## src/hdl/cfp_pkg.sv

```systemverilog
// Shared types, constants and the CRC-16/KERMIT byte update for the frame parser.
// No dependencies; used by every module of the parser.
package cfp_pkg;

  localparam logic [15:0] CrcPoly = 16'h8408;
  localparam logic [15:0] CrcInit = 16'h0000;
  localparam logic [7:0]  StartByteRst = 8'hAA;

  typedef enum logic [4:0] {
    PH_SOF  = 5'b00001,
    PH_LEN  = 5'b00010,
    PH_PAY  = 5'b00100,
    PH_CRCL = 5'b01000,
    PH_CRCH = 5'b10000
  } phase_e;

  localparam logic KindPayload = 1'b0;
  localparam logic KindEnd     = 1'b1;

  typedef struct packed {
    logic       kind;
    logic [7:0] data;
    logic [5:0] position;
    logic [6:0] pay_len;
    logic       crc_ok;
  } result_t;

  function automatic logic [15:0] crc_update(logic [15:0] crc, logic [7:0] b);
    logic [15:0] c;
    c = crc ^ {8'h00, b};
    for (int i = 0; i < 8; i++) begin
      c = c[0] ? ((c >> 1) ^ CrcPoly) : (c >> 1);
    end
    return c;
  endfunction

endpackage

```

## src/hdl/cfp_parser.sv

```systemverilog
// Frame state machine with running CRC; updates state on each input transfer.
// Depends on cfp_pkg for the phase type, result struct and CRC update.
module cfp_parser #(
  parameter int MAX_LEN = 64
) (
  input  logic             clk_i,
  input  logic             rst_ni,
  input  logic             accept_i,
  input  logic [7:0]       rx_byte_i,
  input  logic [7:0]       start_byte_i,
  output logic             res_valid_o,
  output cfp_pkg::result_t res_o
);

  localparam int LenW = $clog2(MAX_LEN + 1);
  localparam logic [8:0] MaxLenC = 9'(MAX_LEN);

  cfp_pkg::phase_e phase_q, phase_d;
  logic [LenW-1:0] len_q, len_d;
  logic [LenW-1:0] cnt_q, cnt_d;
  logic [15:0]     crc_q, crc_d;
  logic [7:0]      crcl_q, crcl_d;
  logic [LenW-1:0] cnt_inc;
  logic [LenW-1:0] rx_len;

  assign cnt_inc = cnt_q + LenW'(1);
  assign rx_len  = LenW'(rx_byte_i);

  always_comb begin
    phase_d     = phase_q;
    len_d       = len_q;
    cnt_d       = cnt_q;
    crc_d       = crc_q;
    crcl_d      = crcl_q;
    res_valid_o = 1'b0;
    res_o       = '0;
    case (phase_q)
      cfp_pkg::PH_LEN: begin
        if ({1'b0, rx_byte_i} > MaxLenC) begin
          phase_d = cfp_pkg::PH_SOF;
        end else begin
          len_d   = rx_len;
          cnt_d   = '0;
          crc_d   = cfp_pkg::crc_update(crc_q, rx_byte_i);
          phase_d = (rx_byte_i == 8'h00) ? cfp_pkg::PH_CRCL : cfp_pkg::PH_PAY;
        end
      end
      cfp_pkg::PH_PAY: begin
        crc_d = cfp_pkg::crc_update(crc_q, rx_byte_i);
        cnt_d = cnt_inc;
        if (cnt_inc >= len_q) begin
          phase_d = cfp_pkg::PH_CRCL;
        end
        res_valid_o     = 1'b1;
        res_o.kind      = cfp_pkg::KindPayload;
        res_o.data      = rx_byte_i;
        res_o.position  = 6'(cnt_q);
        res_o.pay_len   = 7'(len_q);
      end
      cfp_pkg::PH_CRCL: begin
        crcl_d  = rx_byte_i;
        phase_d = cfp_pkg::PH_CRCH;
      end
      cfp_pkg::PH_CRCH: begin
        phase_d         = cfp_pkg::PH_SOF;
        res_valid_o     = 1'b1;
        res_o.kind      = cfp_pkg::KindEnd;
        res_o.pay_len   = 7'(len_q);
        res_o.crc_ok    = ({rx_byte_i, crcl_q} == crc_q);
      end
      default: begin
        phase_d = cfp_pkg::PH_SOF;
        if (rx_byte_i == start_byte_i) begin
          crc_d   = cfp_pkg::crc_update(cfp_pkg::CrcInit, rx_byte_i);
          phase_d = cfp_pkg::PH_LEN;
        end
      end
    endcase
  end

  always_ff @(posedge clk_i or negedge rst_ni) begin
    if (!rst_ni) begin
      phase_q <= cfp_pkg::PH_SOF;
      len_q   <= '0;
      cnt_q   <= '0;
      crc_q   <= cfp_pkg::CrcInit;
      crcl_q  <= '0;
    end else if (accept_i) begin
      phase_q <= phase_d;
      len_q   <= len_d;
      cnt_q   <= cnt_d;
      crc_q   <= crc_d;
      crcl_q  <= crcl_d;
    end
  end

endmodule

```

## src/hdl/cfp_out_reg.sv

```systemverilog
// Result register between the parser and the output channel.
// Depends on cfp_pkg for the result struct.
module cfp_out_reg (
  input  logic             clk_i,
  input  logic             rst_ni,
  input  logic             load_i,
  input  logic             res_valid_i,
  input  cfp_pkg::result_t res_i,
  input  logic             out_ready_i,
  output logic             out_valid_o,
  output cfp_pkg::result_t res_o
);

  logic             valid_q, valid_d;
  cfp_pkg::result_t res_q;

  always_comb begin
    valid_d = valid_q;
    if (load_i) begin
      valid_d = res_valid_i;
    end else if (out_ready_i) begin
      valid_d = 1'b0;
    end
  end

  always_ff @(posedge clk_i or negedge rst_ni) begin
    if (!rst_ni) begin
      valid_q <= 1'b0;
    end else begin
      valid_q <= valid_d;
    end
  end

  always_ff @(posedge clk_i) begin
    if (load_i && res_valid_i) begin
      res_q <= res_i;
    end
  end

  assign out_valid_o = valid_q;
  assign res_o       = res_q;

endmodule

```

## src/hdl/crc16_framed_byte_parser.sv

```systemverilog
// Top level of the CRC-16/KERMIT framed byte parser.
// Depends on cfp_pkg, cfp_parser and cfp_out_reg.
//
// Usage:
//   Input channel: rx_byte_i with in_valid_i / in_ready_o; one byte per transfer.
//   Output channel: kind_o, data_o, position_o, pay_len_o, crc_ok_o with
//   out_valid_o / out_ready_i. Each payload byte yields one result (kind 0);
//   the CRC high byte yields an end report (kind 1) with crc_ok_o.
//   Start, length and CRC low bytes, bytes seen while hunting and oversized
//   length bytes yield no result.
//   Configuration: cfg_we_i writes cfg_wdata_i into the start byte register,
//   reset value 0xAA. Write only while idle.
//   Results are registered: each appears in the cycle after its byte transfer.
//   Throughput: one byte per cycle unless the output stalls; the CRC byte update
//   and state machine are combinational between the input transfer and the result register.
//   Stall: while a result waits and out_ready_i is low, in_ready_o is low;
//   the result register holds until it is taken.
//   Reset: the parser returns to hunting for the start byte, the CRC clears
//   and no result is pending.
module crc16_framed_byte_parser #(
  parameter int MAX_LEN = 64
) (
  input  logic       clk_i,
  input  logic       rst_ni,
  input  logic       in_valid_i,
  output logic       in_ready_o,
  input  logic [7:0] rx_byte_i,
  output logic       out_valid_o,
  input  logic       out_ready_i,
  output logic       kind_o,
  output logic [7:0] data_o,
  output logic [5:0] position_o,
  output logic [6:0] pay_len_o,
  output logic       crc_ok_o,
  input  logic       cfg_we_i,
  input  logic [7:0] cfg_wdata_i
);

  logic [7:0]       start_q;
  logic             accept;
  logic             res_valid;
  cfp_pkg::result_t res, res_out;

  always_ff @(posedge clk_i or negedge rst_ni) begin
    if (!rst_ni) begin
      start_q <= cfp_pkg::StartByteRst;
    end else if (cfg_we_i) begin
      start_q <= cfg_wdata_i;
    end
  end

  assign in_ready_o   = !out_valid_o || out_ready_i;
  assign accept       = in_valid_i && in_ready_o;

  cfp_parser #(
    .MAX_LEN(MAX_LEN)
  ) u_parser (
    .clk_i       (clk_i),
    .rst_ni      (rst_ni),
    .accept_i    (accept),
    .rx_byte_i   (rx_byte_i),
    .start_byte_i(start_q),
    .res_valid_o (res_valid),
    .res_o       (res)
  );

  cfp_out_reg u_out_reg (
    .clk_i      (clk_i),
    .rst_ni     (rst_ni),
    .load_i     (accept),
    .res_valid_i(res_valid),
    .res_i      (res),
    .out_ready_i(out_ready_i),
    .out_valid_o(out_valid_o),
    .res_o      (res_out)
  );

  assign kind_o      = res_out.kind;
  assign data_o      = res_out.data;
  assign position_o  = res_out.position;
  assign pay_len_o   = res_out.pay_len;
  assign crc_ok_o    = res_out.crc_ok;

  a_end_fields_zero: assert property (@(posedge clk_i) disable iff (!rst_ni)
    out_valid_o && kind_o |-> data_o == 8'h00 && position_o == 6'd0)
    else $error("end report carries payload fields");

  a_payload_no_crc_ok: assert property (@(posedge clk_i) disable iff (!rst_ni)
    out_valid_o && !kind_o |-> !crc_ok_o)
    else $error("payload result flags crc_ok");

  a_no_overwrite: assert property (@(posedge clk_i) disable iff (!rst_ni)
    out_valid_o && !out_ready_i && in_valid_i |=> out_valid_o && $stable(res_out))
    else $error("pending result overwritten");

endmodule

```

## config.mk

```make
export PLATFORM = sky130hd
export DESIGN_NAME = crc16_framed_byte_parser
export DESIGN_NICKNAME = d
export VERILOG_FILES = /design/src/hdl/cfp_pkg.sv /design/src/hdl/cfp_parser.sv /design/src/hdl/cfp_out_reg.sv /design/src/hdl/crc16_framed_byte_parser.sv
export SDC_FILE = /design/constraint.sdc
export NUM_CORES = 1
export LEC_CHECK = 0
export ABC_AREA = 1
export BUFFER_PORTS_ARGS = -buffer_cell sky130_fd_sc_hd__buf_2
export CAP_MARGIN = 0
export CORE_ASPECT_RATIO = 1.5
export CORE_MARGIN = 2
export CORE_UTILIZATION = 40
export CTS_CLUSTER_SIZE = 40
export DETAILED_ROUTE_END_ITERATION = 10
export PLACE_DENSITY = 0.69
export SLEW_MARGIN = 25
export SYNTH_ARGS = -nofsm -noshare
export SYNTH_HDL_FRONTEND = slang
export SYNTH_SLANG_ARGS = --single-unit
export TNS_END_PERCENT = 30
```

## constraint.sdc

```tcl
create_clock -name clk_i -period 4.63 [get_ports clk_i]
set_input_delay 0.2315 -clock clk_i [delete_from_list [all_inputs] [get_ports clk_i]]
set_output_delay 0.2315 -clock clk_i [all_outputs]
set_load 0.01 [all_outputs]
```

Yosys cells after proc, flatten, opt, wreduce, memory -nomap -nowiden
Index checks and enable logic that the tools add are counted.
{"block": "totals", "reg_bits": 75, "input_bits": 21, "output_inout_bits": 25, "word_cells": 87}
{"block": "op_classes", "addsub": 1, "order_cmp": 2, "eq_ne": 8, "n_mux": 30, "bitwise": 19, "n_reduce_logical": 15}
{"op": "two-way mux 16 bit", "n": 18}
{"op": "one-hot mux 16 bit (3 select lines)", "n": 1}
{"op": "NOT 2 -> 3 bit", "n": 15}
{"op": "one-hot mux 5 bit (4 select lines)", "n": 1}
{"op": "equality test 16 bit", "n": 1}
{"op": "XOR 16 x 8 -> 16 bit", "n": 1}
{"op": "one-hot mux 7 bit (2 select lines)", "n": 1}
{"op": "two-way mux 5 bit", "n": 2}
{"op": "equality test 8 bit", "n": 1}
{"op": "greater-than comparator 8 x 7 -> 1 bit (second input constant)", "n": 1}
{"op": "logical NOT 8 bit", "n": 1}
{"op": "adder 7 x 1 -> 7 bit (second input constant)", "n": 1}
{"op": ">= comparator 7 bit", "n": 1}
{"op": "two-way mux 7 bit", "n": 1}
{"op": "AND reduction 3 bit", "n": 2}
{"op": "equality test 5 x 2 -> 1 bit (second input constant)", "n": 1}
{"op": "equality test 5 x 3 -> 1 bit (second input constant)", "n": 1}
{"op": "equality test 5 x 4 -> 1 bit (second input constant)", "n": 1}
{"op": "equality test 5 bit (second input constant)", "n": 1}
{"op": "two-way mux 1 bit", "n": 4}
{"op": "two-way mux 4 bit", "n": 1}
{"op": "AND reduction 2 bit", "n": 2}
{"op": "AND reduction 4 bit", "n": 1}
{"op": "nonzero test 2 bit", "n": 2}
{"op": "other kinds (10)", "n": 13}

Longest topological paths before layout
{"block": "depth", "word_depth": 19, "ltp_mapped": 13, "mapped_depth_nobuf": 13}

By module
Synthesis repeated with hierarchy kept, for this count alone.
{"block": "unflattened", "cells_unflattened": 587, "hier_area_um2": 4375.4}
{"module": "cfp_parser", "n_inst": 1, "cells_per_inst": 521, "area_each_um2": 3308.2, "seq_area_each_um2": 1077.3}
{"module": "cfp_out_reg", "n_inst": 1, "cells_per_inst": 29, "area_each_um2": 734.5, "seq_area_each_um2": 715.7}
{"module": "crc16_framed_byte_parser", "n_inst": 1, "cells_per_inst": 37, "area_each_um2": 332.8, "seq_area_each_um2": 205.2}

Least setup slack after synthesis
Ideal clock, no wire load.
{"block": "synth_path", "kind": "register to register", "from": "reg u_parser.phase_q[1]", "to": "reg u_out_reg.res_q, in the netlist u_out_reg.res_o[0] (enable)", "arrival_time_ps": 1993, "t_required_ps": 4227, "slack_ps": 2234, "path_stages_with_launch": 6, "path_buffers": 0, "period_less_slack_ps": 2396, "cell_sequence": "dfrtp_1 -> nor2_4 -> nand2_1 -> nor2_4 -> nor2_1 -> nor2_1"}
{"block": "synth_via", "elab_chain_len": 4, "elab_cells_between_ends": 5}
{"element": "from (decl)", "line_no": "cfp_parser.sv:18", "source": "cfp_pkg::phase_e phase_q, phase_d;"}
{"element": "from (signal assigned)", "line_no": "cfp_parser.sv:83", "source": "phase_q <= cfp_pkg::PH_SOF;"}
{"element": "from (signal assigned)", "line_no": "cfp_parser.sv:89", "source": "phase_q <= phase_d;"}
{"element": "equality test 5 x 3 -> 1 bit / equality test 5 bit (equally long branches)", "line_no": "cfp_parser.sv:37", "source": "case (phase_q)"}
{"element": "OR reduction 2 bit (no source line) (*)"}
{"element": "two-way mux 1 bit (*)", "line_no": "cfp_parser.sv:37"}
{"element": "logical AND 1 bit (*)", "line_no": "cfp_out_reg.sv:35", "source": "if (load_i && res_valid_i) begin"}
{"element": "to (signal assigned)", "line_no": "cfp_out_reg.sv:36", "source": "res_q <= res_i;"}
{"element": "to (decl)", "line_no": "cfp_out_reg.sv:15", "source": "cfp_pkg::result_t res_q;"}
Every way passes the cells marked *; elsewhere a longest branch is shown, timed or not.
A chain may end at the register's enable or synchronous reset.

Final worst setup path
{"block": "layout_path", "from": "reg u_parser.cnt_q[0]", "to": "reg u_parser.phase_q[1]"}
{"block": "layout_via", "elab_chain_len": 4}
{"element": "from (decl)", "line_no": "cfp_parser.sv:20", "source": "logic [LenW-1:0] cnt_q, cnt_d;"}
{"element": "from (signal assigned)", "line_no": "cfp_parser.sv:91", "source": "cnt_q <= cnt_d;"}
{"element": "adder 7 x 1 -> 7 bit", "line_no": "cfp_parser.sv:26", "source": "assign cnt_inc = cnt_q + LenW'(1);"}
{"element": ">= comparator 7 bit", "line_no": "cfp_parser.sv:51", "source": "if (cnt_inc >= len_q) begin"}
{"element": "inequality test 2 x 1 -> 1 bit (no source line)"}
{"element": "AND reduction 2 bit (no source line)"}
No other way between the ends.

==> impl_metrics.yaml <==
layout:
  layout-drive-gt1-share: 0.1625
  fill_cells: 1019
  antenna-diode-count: 0
  area_growth_pct: 14.46
  design_area_sq_um: 4913
  nets: 627
die:
  core.rowCount: 46
  initial_core_util: 0.4076
  die-height_microns: 130.9
  io_pins: 46
  core-area_sq_um: 10530
  dieArea_sq_um: 11590
  die_width_microns: 88.59
timing:
  slew_headroom: 0.5383
  hold_viol_final: 0
  worstMarginPinSlew_ps: 692.5
  setup_ws_ps: 2239
  rsz0062_at_grt: "false"
  fin_crit_sh: 0.5164
  fin_setup_tns_ps: 0
  slew_viol_final: 0
  setup_viol: 0
  fmax_mhz: 418.3
  clock_skew_ps: 5.278
  min_period_ps: 2391
detailed_routing:
  drt-wirelength-per-cell_microns: 14.59
  firstDrtPassIters: 5
  drt_iter0_drc: 261
  routed_wl_mm: 10.90
  vias: 3800
  ant_nets: 0
  drcViolationCount: 0
  viasPerCell: 5.087
synthesis:
  ys_top_cells_by_count: "224 x nand2_1, 47 x dfrtp_1, 47 x inv_1"
  netlist_area_sq_um: 4293
  syn_inst: 553
  ys_warn_count: 0
  synth_top_cell_by_area: "dfrtp_1"
  synth.most_common_cell: "nand2_1"
  synth.top_cell.area_share: 0.2740
  synth_cell_types: 37
  synth_ff_type: "dfrtp_1"
  async_flop_share: 0.6933
  synth-seq-cells: 75
  syn_nets: 582
  synth_area_per_cell_sq_um: 7.763
  ys_top_cells_by_area: "dfrtp_1 27%, nand2_1 20%, edfxtp_1 16%"
  synth_edf_count: 23
  seq_area_frac_synth: 0.4655
cts:
  h-tree-depth: 3
  cts.sinks: 75
  clkSlewWorstSetupHoldPaths_ps: 60
  cts-buffers-inserted: 9
  cts_resized: 0
  cts_root_buf: "clkbuf_16"
  cts_tree: "built"
  clk-insertion-delay-late_ps: 340
  clock_path_buffers: 2
  post-cts-setup-buffer-count: 0
  hold_buffers: 0
placement:
  routabilityCongestion: 0.9004
  port_buffers: 45
  pre_cts_ws_ps: 2270
  place_hpwl_mm: 8.208
  placed_area_sq_um: 4636
critical_path:
  startpoint: "u_parser.cnt_q[0]"
  crit_arrival_ps: 2660
  r2r_cells: 12
  slowest_stage: "dfrtp_1"
  rr_endpoint: "u_parser.phase_q[1]"
  path_buf_inv: 1
  regToRegStartpoint: "u_parser.cnt_q[0]"
  critPathCaptureType: "flip-flop"
  path_class: "flip-flop to flip-flop"
  endpoint: "u_parser.phase_q[1]"
  cp.required_ps: 4900
  critPathLaunchType: "flip-flop"
  crit_family: "simple AND/OR/NAND/NOR gates"
  cp_max_fo: 6
  path_cells: "ha_1 > nand3_1 > nor3_1 > xnor2_1 > inv_1 > ha_1 > nand2_1 > o21bai_1 > nand3_1 > o21ai_2 > nand2_1 > o21ai_1"
  r2r_slack_ps: 2240
  cpPeakStageDelay_ps: 420
  path_depth: 12
grt:
  grt_start_max_net_pins: 53
  grt-busiest-layer: "met2"
  grt_pass1_wl_mm: 18.17
  first_global_vias: 3882
  overflow: 0
  antenna_found_initial: 0
  grt_use_met1: 0.2186
  met3_usage: 0.04648
  met2_usage: 0.3618
  grt_use_total: 0.2062
power_and_ir_drop:
  power_density_nw_per_um2: 327.0
  vdd_drop_max_mv: 0.1852
  p_leak_uw: 0.002363
  finalPower_uw: 1607
min_path:
  hp-class: "primary input to asynchronous set/reset pin"
job:
  maxCapViolations: 0
outcome:
  status: "complete, no violations"
kinds of logic (layout without fill, tap and decap cells):
group,count (synthesis),in the layout,synth area share
and+or+nand+nor,326,326,0.3244
DFF,75,75,0.4655
buffers and inverters,69,119,0.06791
AOI/OAI and AO/OA,49,49,0.06296
xor gates and xnor gates,21,21,0.04284
adders and majority gates,8,8,0.02332
muxes,5,5,0.01311
final cells by class:
class                           instances  area (sq um)  share of cell area
Tap cell                              144         180.2             0.03667
Sequential cell                        75          1998              0.4067
Inverter                               57         219.0             0.04456
Timing Repair Buffer                   46         232.7             0.04736
Clock inverter                          5         30.03            0.006112
Clock buffer                           11         242.7             0.04940
Multi-Input combinational cell        409          2011              0.4092
flip-flops by register name, indices dropped and copies added (netlist names):
| signal | count |
|---|---|
| u_out_reg.res_o | 23 |
| u_parser.crc_q | 16 |
| u_out_reg.out_valid_o | 1 |
| start_q | 8 |
| u_parser.cnt_q | 7 |
| u_parser.phase_q | 5 |
| u_parser.crcl_q | 8 |
| u_parser.len_q | 7 |
cells in the final DEF (no fill, tap or decap), drive strengths merged:
cell type and n:
a21oi 5, buf 46, clkbuf 11, clkinv 4, clkinvlp 2, dfrtp 47
dfstp 5, edfxtp 23, ha 8, inv 56, mux2 5, nand2 230
nand3 44, nand3b 1, nand4 5, nor2 42, nor3 4, o2111ai 1
o21ai 39, o21bai 1, o22ai 3, xnor2 11, xor2 10
routing by layer:
layer / vias to the layer above / share of wire
li1: 1852 / -
met1: 1769 / 0.38
met2: 140 / 0.53
met3: 39 / 0.046
met4: 0 / 0.049
met5: - / 0
where the power goes:
group / internal (uW) / switching (uW)
clock: 374 / 270
combinational: 77.8 / 142
sequential: 711 / 31.8
per-stage QoR:
step	hold WS (ps)	cells	util
floorplan	-64.09	553	-
global placement	400.6	731	0.4401
detailed placement	402.6	731	0.4401
CTS	48.76	747	0.4660
global route	68.30	747	0.4665
finish	6.120	747	0.4665
worst min-delay path by stage:
stage | to | slack (ps) | cells after the start
after detailed placement | u_parser.cnt_q[3] | 400 | 2
after CTS | u_parser.cnt_q[3] | 50 | 2
after global routing | u_out_reg.out_valid_o | 70 | 2
after global placement | u_parser.cnt_q[3] | 400 | 2
after floorplan | start_q[0] | -60 | 0
final | u_parser.cnt_q[3] | 6 | 2
(Power assumes the default switching activity.)
